<file path="src/hdl/gmd_pkg.sv">
// Shared package of the grid maze depth-first path finder.
// Holds sizes, codes, item structs and the controller/datapath interface.
// No dependencies.
`default_nettype none

package gmd_pkg;

    localparam int MAX_ROWS   = 32;
    localparam int MAX_COLS   = 32;
    localparam int ROW_W      = $clog2(MAX_ROWS);
    localparam int COL_W      = $clog2(MAX_COLS);
    localparam int NCELLS     = MAX_ROWS * MAX_COLS;
    localparam int ADDR_W     = ROW_W + COL_W;
    localparam int DEPTH_W    = $clog2(NCELLS + 1);
    localparam int SIZE_W     = 6;
    localparam int MIN_SIZE   = 4;
    localparam int SIZE_RESET = 20;
    localparam int DIR_W      = 3;
    localparam int GUARD_INIT = 4 * NCELLS + 4;
    localparam int GUARD_W    = $clog2(GUARD_INIT + 1);
    localparam int CFG_IDX_W  = 1;

    localparam logic [CFG_IDX_W-1:0] REG_ROW_COUNT = 1'd0;
    localparam logic [CFG_IDX_W-1:0] REG_COL_COUNT = 1'd1;

    typedef enum logic [1:0] {
        FUNC_WRITE = 2'd0,
        FUNC_SOLVE = 2'd1,
        FUNC_READ  = 2'd2
    } func_t;

    localparam logic [DIR_W-1:0] DIR_NONE  = 3'd0;
    localparam logic [DIR_W-1:0] DIR_RIGHT = 3'd1;
    localparam logic [DIR_W-1:0] DIR_DOWN  = 3'd2;
    localparam logic [DIR_W-1:0] DIR_LEFT  = 3'd3;
    localparam logic [DIR_W-1:0] DIR_UP    = 3'd4;

    typedef struct packed {
        logic [1:0]        func;
        logic [ROW_W-1:0]  cell_row;
        logic [COL_W-1:0]  cell_col;
        logic              wall;
        logic [ADDR_W-1:0] step_index;
    } in_item_t;

    typedef struct packed {
        logic               found;
        logic [DEPTH_W-1:0] path_length;
        logic               step_valid;
        logic [ROW_W-1:0]   step_row;
        logic [COL_W-1:0]   step_col;
        logic [DIR_W-1:0]   step_dir;
    } out_item_t;

    typedef struct packed {
        logic             wall;
        logic             visited;
        logic [DIR_W-1:0] dir;
    } cell_entry_t;

    typedef struct packed {
        logic clr_step;
        logic load_write;
        logic load_read;
        logic solve_init;
        logic top_load;
        logic try_fail;
        logic check_eval;
        logic pop_load;
        logic read_fetch;
        logic res_solve;
        logic res_read;
    } cmd_t;

    typedef struct packed {
        logic clr_last;
        logic try_done;
        logic nb_open;
        logic nb_goal;
        logic guard_zero;
        logic depth_one;
    } status_t;

endpackage

`default_nettype wire

</file>
<file path="src/hdl/gmd_ctrl.sv">
// Controller of the maze path finder: sequences the memory clear, cell
// writes, the depth-first search and path reads. Depends on gmd_pkg.
`default_nettype none

module gmd_ctrl
    import gmd_pkg::*;
(
    input  wire logic    clk,
    input  wire logic    rst_n,
    input  wire logic    start,
    input  wire logic [1:0] func,
    input  wire status_t status,
    output cmd_t         cmd,
    output logic         busy,
    output logic         done
);

    typedef enum logic [3:0] {
        ST_CLEAR,
        ST_IDLE,
        ST_LOADTOP,
        ST_TRY,
        ST_CHECK,
        ST_POP,
        ST_FIN,
        ST_RDFETCH,
        ST_RDOUT
    } state_t;

    state_t state_reg;
    state_t state_next;
    logic   busy_reg;
    logic   done_reg;

    always_comb
    begin
        cmd        = '0;
        state_next = state_reg;
        case (state_reg)
            ST_CLEAR:
            begin
                cmd.clr_step = 1'b1;
                if (status.clr_last)
                    state_next = ST_IDLE;
            end
            ST_IDLE:
            begin
                if (start && !busy_reg)
                begin
                    case (func)
                        FUNC_WRITE:
                        begin
                            cmd.load_write = 1'b1;
                        end
                        FUNC_SOLVE:
                        begin
                            cmd.solve_init = 1'b1;
                            state_next     = ST_LOADTOP;
                        end
                        FUNC_READ:
                        begin
                            cmd.load_read = 1'b1;
                            state_next    = ST_RDFETCH;
                        end
                        default: ;
                    endcase
                end
            end
            ST_LOADTOP:
            begin
                cmd.top_load = 1'b1;
                state_next   = ST_TRY;
            end
            ST_TRY:
            begin
                if (status.try_done)
                begin
                    cmd.try_fail = 1'b1;
                    if (status.depth_one || status.guard_zero)
                        state_next = ST_FIN;
                    else
                        state_next = ST_POP;
                end
                else
                begin
                    state_next = ST_CHECK;
                end
            end
            ST_CHECK:
            begin
                cmd.check_eval = 1'b1;
                if (status.nb_open && (status.nb_goal || status.guard_zero))
                    state_next = ST_FIN;
                else
                    state_next = ST_TRY;
            end
            ST_POP:
            begin
                cmd.pop_load = 1'b1;
                state_next   = ST_LOADTOP;
            end
            ST_FIN:
            begin
                cmd.res_solve = 1'b1;
                state_next    = ST_IDLE;
            end
            ST_RDFETCH:
            begin
                cmd.read_fetch = 1'b1;
                state_next     = ST_RDOUT;
            end
            ST_RDOUT:
            begin
                cmd.res_read = 1'b1;
                state_next   = ST_IDLE;
            end
            default:
            begin
                state_next = ST_IDLE;
            end
        endcase
    end

    always_ff @(posedge clk or negedge rst_n)
    begin
        if (!rst_n)
        begin
            state_reg <= ST_CLEAR;
            busy_reg  <= 1'b1;
            done_reg  <= 1'b0;
        end
        else
        begin
            state_reg <= state_next;
            busy_reg  <= state_next != ST_IDLE;
            done_reg  <= cmd.res_solve || cmd.res_read;
        end
    end

    assign busy = busy_reg;
    assign done = done_reg;

    // A result beat never repeats in the following cycle.
    a_done_single: assert property (@(posedge clk) disable iff (!rst_n)
        done_reg |=> !done_reg)
        else $error("result strobe held for two cycles");

    // A cell write completes in the cycle it is accepted.
    a_write_no_busy: assert property (@(posedge clk) disable iff (!rst_n)
        (state_reg == ST_IDLE && start && !busy_reg && func == FUNC_WRITE)
        |=> !busy_reg)
        else $error("cell write left the block busy");

    // Backtracking out of the start cell ends the search with a result.
    a_pop_last: assert property (@(posedge clk) disable iff (!rst_n)
        (state_reg == ST_TRY && status.try_done && status.depth_one)
        |=> ##1 done_reg)
        else $error("empty stack did not finish the search");

endmodule

`default_nettype wire

</file>
<file path="config.mk">
export PLATFORM = sky130hd
export DESIGN_NAME = gmd_ctrl
export DESIGN_NICKNAME = d
export VERILOG_FILES = /design/src/hdl/gmd_pkg.sv /design/src/hdl/gmd_ctrl.sv
export SDC_FILE = /design/constraint.sdc
export NUM_CORES = 1
export LEC_CHECK = 0
export ABC_AREA = 0
export ABC_CLOCK_PERIOD_IN_PS = 2480
export BUFFER_PORTS_ARGS = -buffer_cell sky130_fd_sc_hd__buf_2
export CAP_MARGIN = 0
export CORE_AREA = 5 5 42 44
export CTS_BUF_LIST = sky130_fd_sc_hd__clkbuf_8
export DETAILED_ROUTE_END_ITERATION = 8
export DIE_AREA = 0 0 47 49
export GPL_TIMING_DRIVEN = 0
export PLACE_DENSITY = 0.65
export SKIP_CTS_REPAIR_TIMING = 1
export SYNTH_ARGS = -nofsm -noshare
export SYNTH_HDL_FRONTEND = slang
export SYNTH_SLANG_ARGS = --single-unit
export TNS_END_PERCENT = 20
</file>
<file path="constraint.sdc">
create_clock -name clk -period 2.48 [get_ports clk]
set_input_delay 0.496 -clock clk [delete_from_list [all_inputs] [get_ports clk]]
set_output_delay 0.496 -clock clk [all_outputs]
set_load 0.01 [all_outputs]
</file>
# Word-level counts from Yosys, hierarchy flattened
# Index checks and enable logic that the tools add are counted.
[word_totals] reg_bits=6 out_inout_bits=13 wordCells=43
[op_classes] n_eq_ne=11 mux=21 n_reduce_logical=8
[ops] cell="4-bit one-hot mux with 7 select lines" count=1
[ops] cell="4-bit by 3-bit equality test with 1-bit output, second input constant" count=4
[ops] cell="1-bit two-way mux" count=12
[ops] cell="3-bit two-way mux" count=3
[ops] cell="4-bit by 2-bit equality test with 1-bit output, second input constant" count=2
[ops] cell="4-bit two-way mux" count=2
[ops] cell="4-bit one-hot mux with 2 select lines" count=1
[ops] cell="4-bit by 1-bit equality test with 1-bit output, second input constant" count=1
[ops] cell="4-bit equality test, second input constant" count=1
[ops] cell="4-bit logical NOT" count=1
[ops] cell="2-bit two-way mux" count=2
[ops] cell="4-bit by 1-bit != test with 1-bit output, second input constant" count=1
[ops] cell="1-bit logical OR" count=3
[ops] cell="2-bit by 1-bit equality test with 1-bit output, second input constant" count=1
[ops] cell="2-bit equality test, second input constant" count=1
[ops] cell="1-bit logical AND" count=2
[ops] cell="2-bit logical NOT" count=1
[ops] cell="1-bit logical NOT" count=1

# Logic depth before layout (Yosys ltp)
[logic_depth] ltp_word=5 depth_mapped=6 ltp_nobuf=6

# Worst setup path after synthesis
# OpenSTA, ideal clock, no wires.
[synth_timing] path_type="in2reg" startpoint="input func[0]" endpoint="register busy_reg, in the netlist busy" t_arrival_ps=1652 required_time_ps=2413 path_slack_ps=760 path_stages=6 cell_sequence="inv_1 -> ha_1 -> nand2_1 -> or4_1 -> a311o_1 -> nand4b_1"
[synth_via] elab_chain_len=5
[synth_lines] element="start: declaration" line="gmd_ctrl.sv:11" text="input wire logic [1:0] func,"
[synth_lines] element="2-bit equality test / 2-bit by 1-bit equality test with 1-bit output (equally long branches)" line="gmd_ctrl.sv:50" text="case (func)"
[synth_lines] element="4-bit one-hot mux with 2 select lines *" line="gmd_ctrl.sv:50"
[synth_lines] element="4-bit two-way mux *" line="gmd_ctrl.sv:48" text="if (start && !busy_reg)"
[synth_lines] element="4-bit one-hot mux with 7 select lines *" line="gmd_ctrl.sv:39" text="case (state_reg)"
[synth_lines] element="via state_next[0]" line="gmd_ctrl.sv:31" text="state_t state_next;"
[synth_lines] element="4-bit by 1-bit != test with 1-bit output *" line="gmd_ctrl.sv:135" text="busy_reg <= state_next != ST_IDLE;"
[synth_lines] element="end signal: assignment" line="gmd_ctrl.sv:129" text="busy_reg <= 1'b1;"
[synth_lines] element="end signal: assignment" line="gmd_ctrl.sv:135"
[synth_lines] element="end: declaration" line="gmd_ctrl.sv:32" text="logic busy_reg;"
# Mark *: on every way through the listed nets, which the timed path passes. The rest lies on a longest branch.

==> flow_metrics.py <==
metrics = {
    "outcome": {
        "status": "finished clean",
    },
    "logic_synthesis": {
        "yosys.cell_types.count": 31,
        "syn_nets": 66,
        "ys_seq_elements": 6,
        "synth_area_um2": 478,
        "synth.area.top_cells": "dfrtp_1 26%, ha_1 7.9%, dfstp_2 5.5%, nor3b_1 4.7%, and4b_1 4.2%",
        "synth_ff_type": "dfrtp_1",
        "synth-async-reset-ratio_pct": 100,
        "synth_top_area_share_pct": 26.2,
        "synthCells": 52,
        "syn_area_per_cell_um2": 9.19,
        "synth-edff-count": 0,
        "yosysTopAreaCell": "dfrtp_1",
        "ys_seq_area_share_pct": 31.7,
        "yosys_warnings": 0,
    },
    "worst_setup_path": {
        "r2r_end": "busy",
        "end_kind": "output port",
        "critPathRequiredTime_ns": 1.98,
        "cp-start-kind": "register",
        "rrSetupSlack_ns": 0.96,
        "path_class": "reg -> out",
        "r2r-start": "state_reg[1]",
        "arrival_ns": 1.66,
        "crit_fanout": 10,
        "reg2reg_depth": 3,
    },
    "timing": {
        "rsz0062_at_grt": "no",
        "post-route-period-util_pct": 87.0,
        "slew_violations": 0,
        "max_freq_mhz": 464,
        "skew_ns": 0.00618,
        "hold_viol": 0,
        "fin_crit_ns": 2.16,
        "setup_viol": 0,
        "tightest_slew_ns": 0.444,
        "fin_tns_setup_ns": 0,
        "slew_headroom_pct": 70.4,
    },
    "cells_and_area": {
        "antennaDiodeCount": 0,
        "fin_cells": 95,
        "largest_reg_flops": 4,
        "area_growth_pct": 37.7,
        "mostFrequentLayoutCells": "25 x buf_2, 5 x dfrtp_1, 4 x inv_1",
        "final_common_cell": "buf_2",
        "layout.nets": 94,
        "drive_gt1_share_pct": 39.2,
    },
    "power": {
        "total_power_uw": 677,
        "power.internal_uw": 402,
        "p_leak_uw": 0.000351,
        "pwr-share-comb_pct": 51.3,
        "vdd.ir_drop.worst_mv": 0.473,
        "power.density_nw_per_um2": 1030,
        "p_switching_uw": 274,
        "clock_power_share_pct": 22.6,
        "seqPwrFrac_pct": 26.1,
        "netSwitchingFraction_pct": 40.6,
    },
    "die": {
        "floorplan.die_area_um2": 2300,
        "floorplan.rows": 14,
        "die_w_um": 47,
        "ios": 24,
        "core-area_um2": 1400,
        "fp.dieH_um": 49,
        "initial_core_util_pct": 34.1,
    },
    "clock_tree": {
        "cts_sinks": 6,
        "cts_buffers": 3,
        "cts_buffer_depth": 2,
        "clk_pin_slew_ns": 0.04,
        "cts_tree": "built",
        "clock_latency_ns": 0.23,
        "htreeDepth": 1,
        "cts_root_buf": "clkbuf_8",
    },
    "place": {
        "dp.cells": 91,
        "dp_hpwl_um": 889,
        "place_congestion": 0.820,
        "port_buffers": 23,
    },
    "route": {
        "drt-total-wl_um": 1160,
        "drc_errors": 0,
        "vias": 493,
        "ant_nets": 0,
        "wire_per_inst_um": 12.3,
        "routed_via_density": 5.19,
        "dr.pass1.iters": 4,
        "drt_iter0_drc": 7,
    },
    "run": {
        "maxCapViolCount": 0,
    },
    "min_path": {
        "hold_path.class": "in -> async",
    },
    "global_route": {
        "grt_first_pass_wirelength_um": 1940,
        "grt_pass1_vias": 467,
        "overflow": 0,
        "grt_max_degree": 11,
        "grt_antenna_before_repair": 0,
        "grtUsageTotal_pct": 11.3,
    },
}
## metrics by stage
step	util [%]	worst slack [ns]	hold WS [ns]	cell area, um2
global placement	43.8	0.540	0.320	613
finish	47.0	0.323	0.0807	658
CTS	47.0	0.302	0.0802	658
floorplan	-	0.760	0.200	478
global route	47.0	0.158	0.0903	658
detailed placement	43.8	0.563	0.322	613
## cell families (layout without fill, tap and decap cells)
| kind of cell | count (synthesis) | count (layout) | synth area share, % |
|---|---|---|---|
| DFF | 6 | 6 | 31.7 |
| buffers and inverters | 7 | 34 | 6.02 |
| adders and majority gates | 3 | 3 | 7.85 |
| AOI/OAI and AO/OA | 9 | 9 | 16.0 |
| and+or+nand+nor | 27 | 27 | 38.5 |
## routing by layer
metal | up-vias | global-route usage (%) | part of all wire (%)
li1 | 249 | - | -
met4 | 0 | 6.91 | 1.9
met3 | 3 | 2.21 | 8.0
met5 | - | 0 | 0
met1 | 223 | 12.7 | 42
met2 | 18 | 18.6 | 48
## power groups by stage
stage / clock network (uW) / registers [uW] / logic, uW
floorplan: 0 / 173 / 245
global placement: 0 / 177 / 349
detailed placement: 0 / 177 / 349
CTS: 156 / 177 / 350
global route: 161 / 183 / 385
finish: 153 / 177 / 347
## cell usage after synthesis (2+ instances only)
cell type  instances
dfrtp_1            5
nand2_1            3
and4b_1            2
nor3_1             3
nor2_1             2
inv_1              3
and3_1             2
and2_1             3
clkbuf_1           2
nor3b_1            3
buf_2              2
ha_1               3
## layout make-up
type	count	area, um2
repair buffers	23	115
flip-flops and latches	6	151
clock buffers	3	41.3
clock inverters	1	3.75
multi-input cells	39	298
plain buffers	4	17.5
fillers	155	743
well taps	16	20.0
inverters	3	11.3
## worst max-delay path by stage
stage                     endpoint  slack (ns)          from  depth (start not counted)
after floorplan               busy        0.76       func[0]                          6
after global placement      cmd[8]        0.54  state_reg[0]                          5
after detailed placement    cmd[8]        0.56  state_reg[0]                          5
after CTS                   cmd[8]        0.30  state_reg[0]                          5
after global routing        cmd[9]        0.16  state_reg[0]                          5
final                       cmd[8]        0.32  state_reg[0]                          5
## worst max-delay path, stage by stage, from the launching register on
cell     delay (ns)
dfrtp_1        0.32
buf_2          0.21
nor3b_1        0.41
and3_1         0.25
and2_1         0.12
buf_2          0.12
No activity file was read; power rests on OpenSTA's default activity.
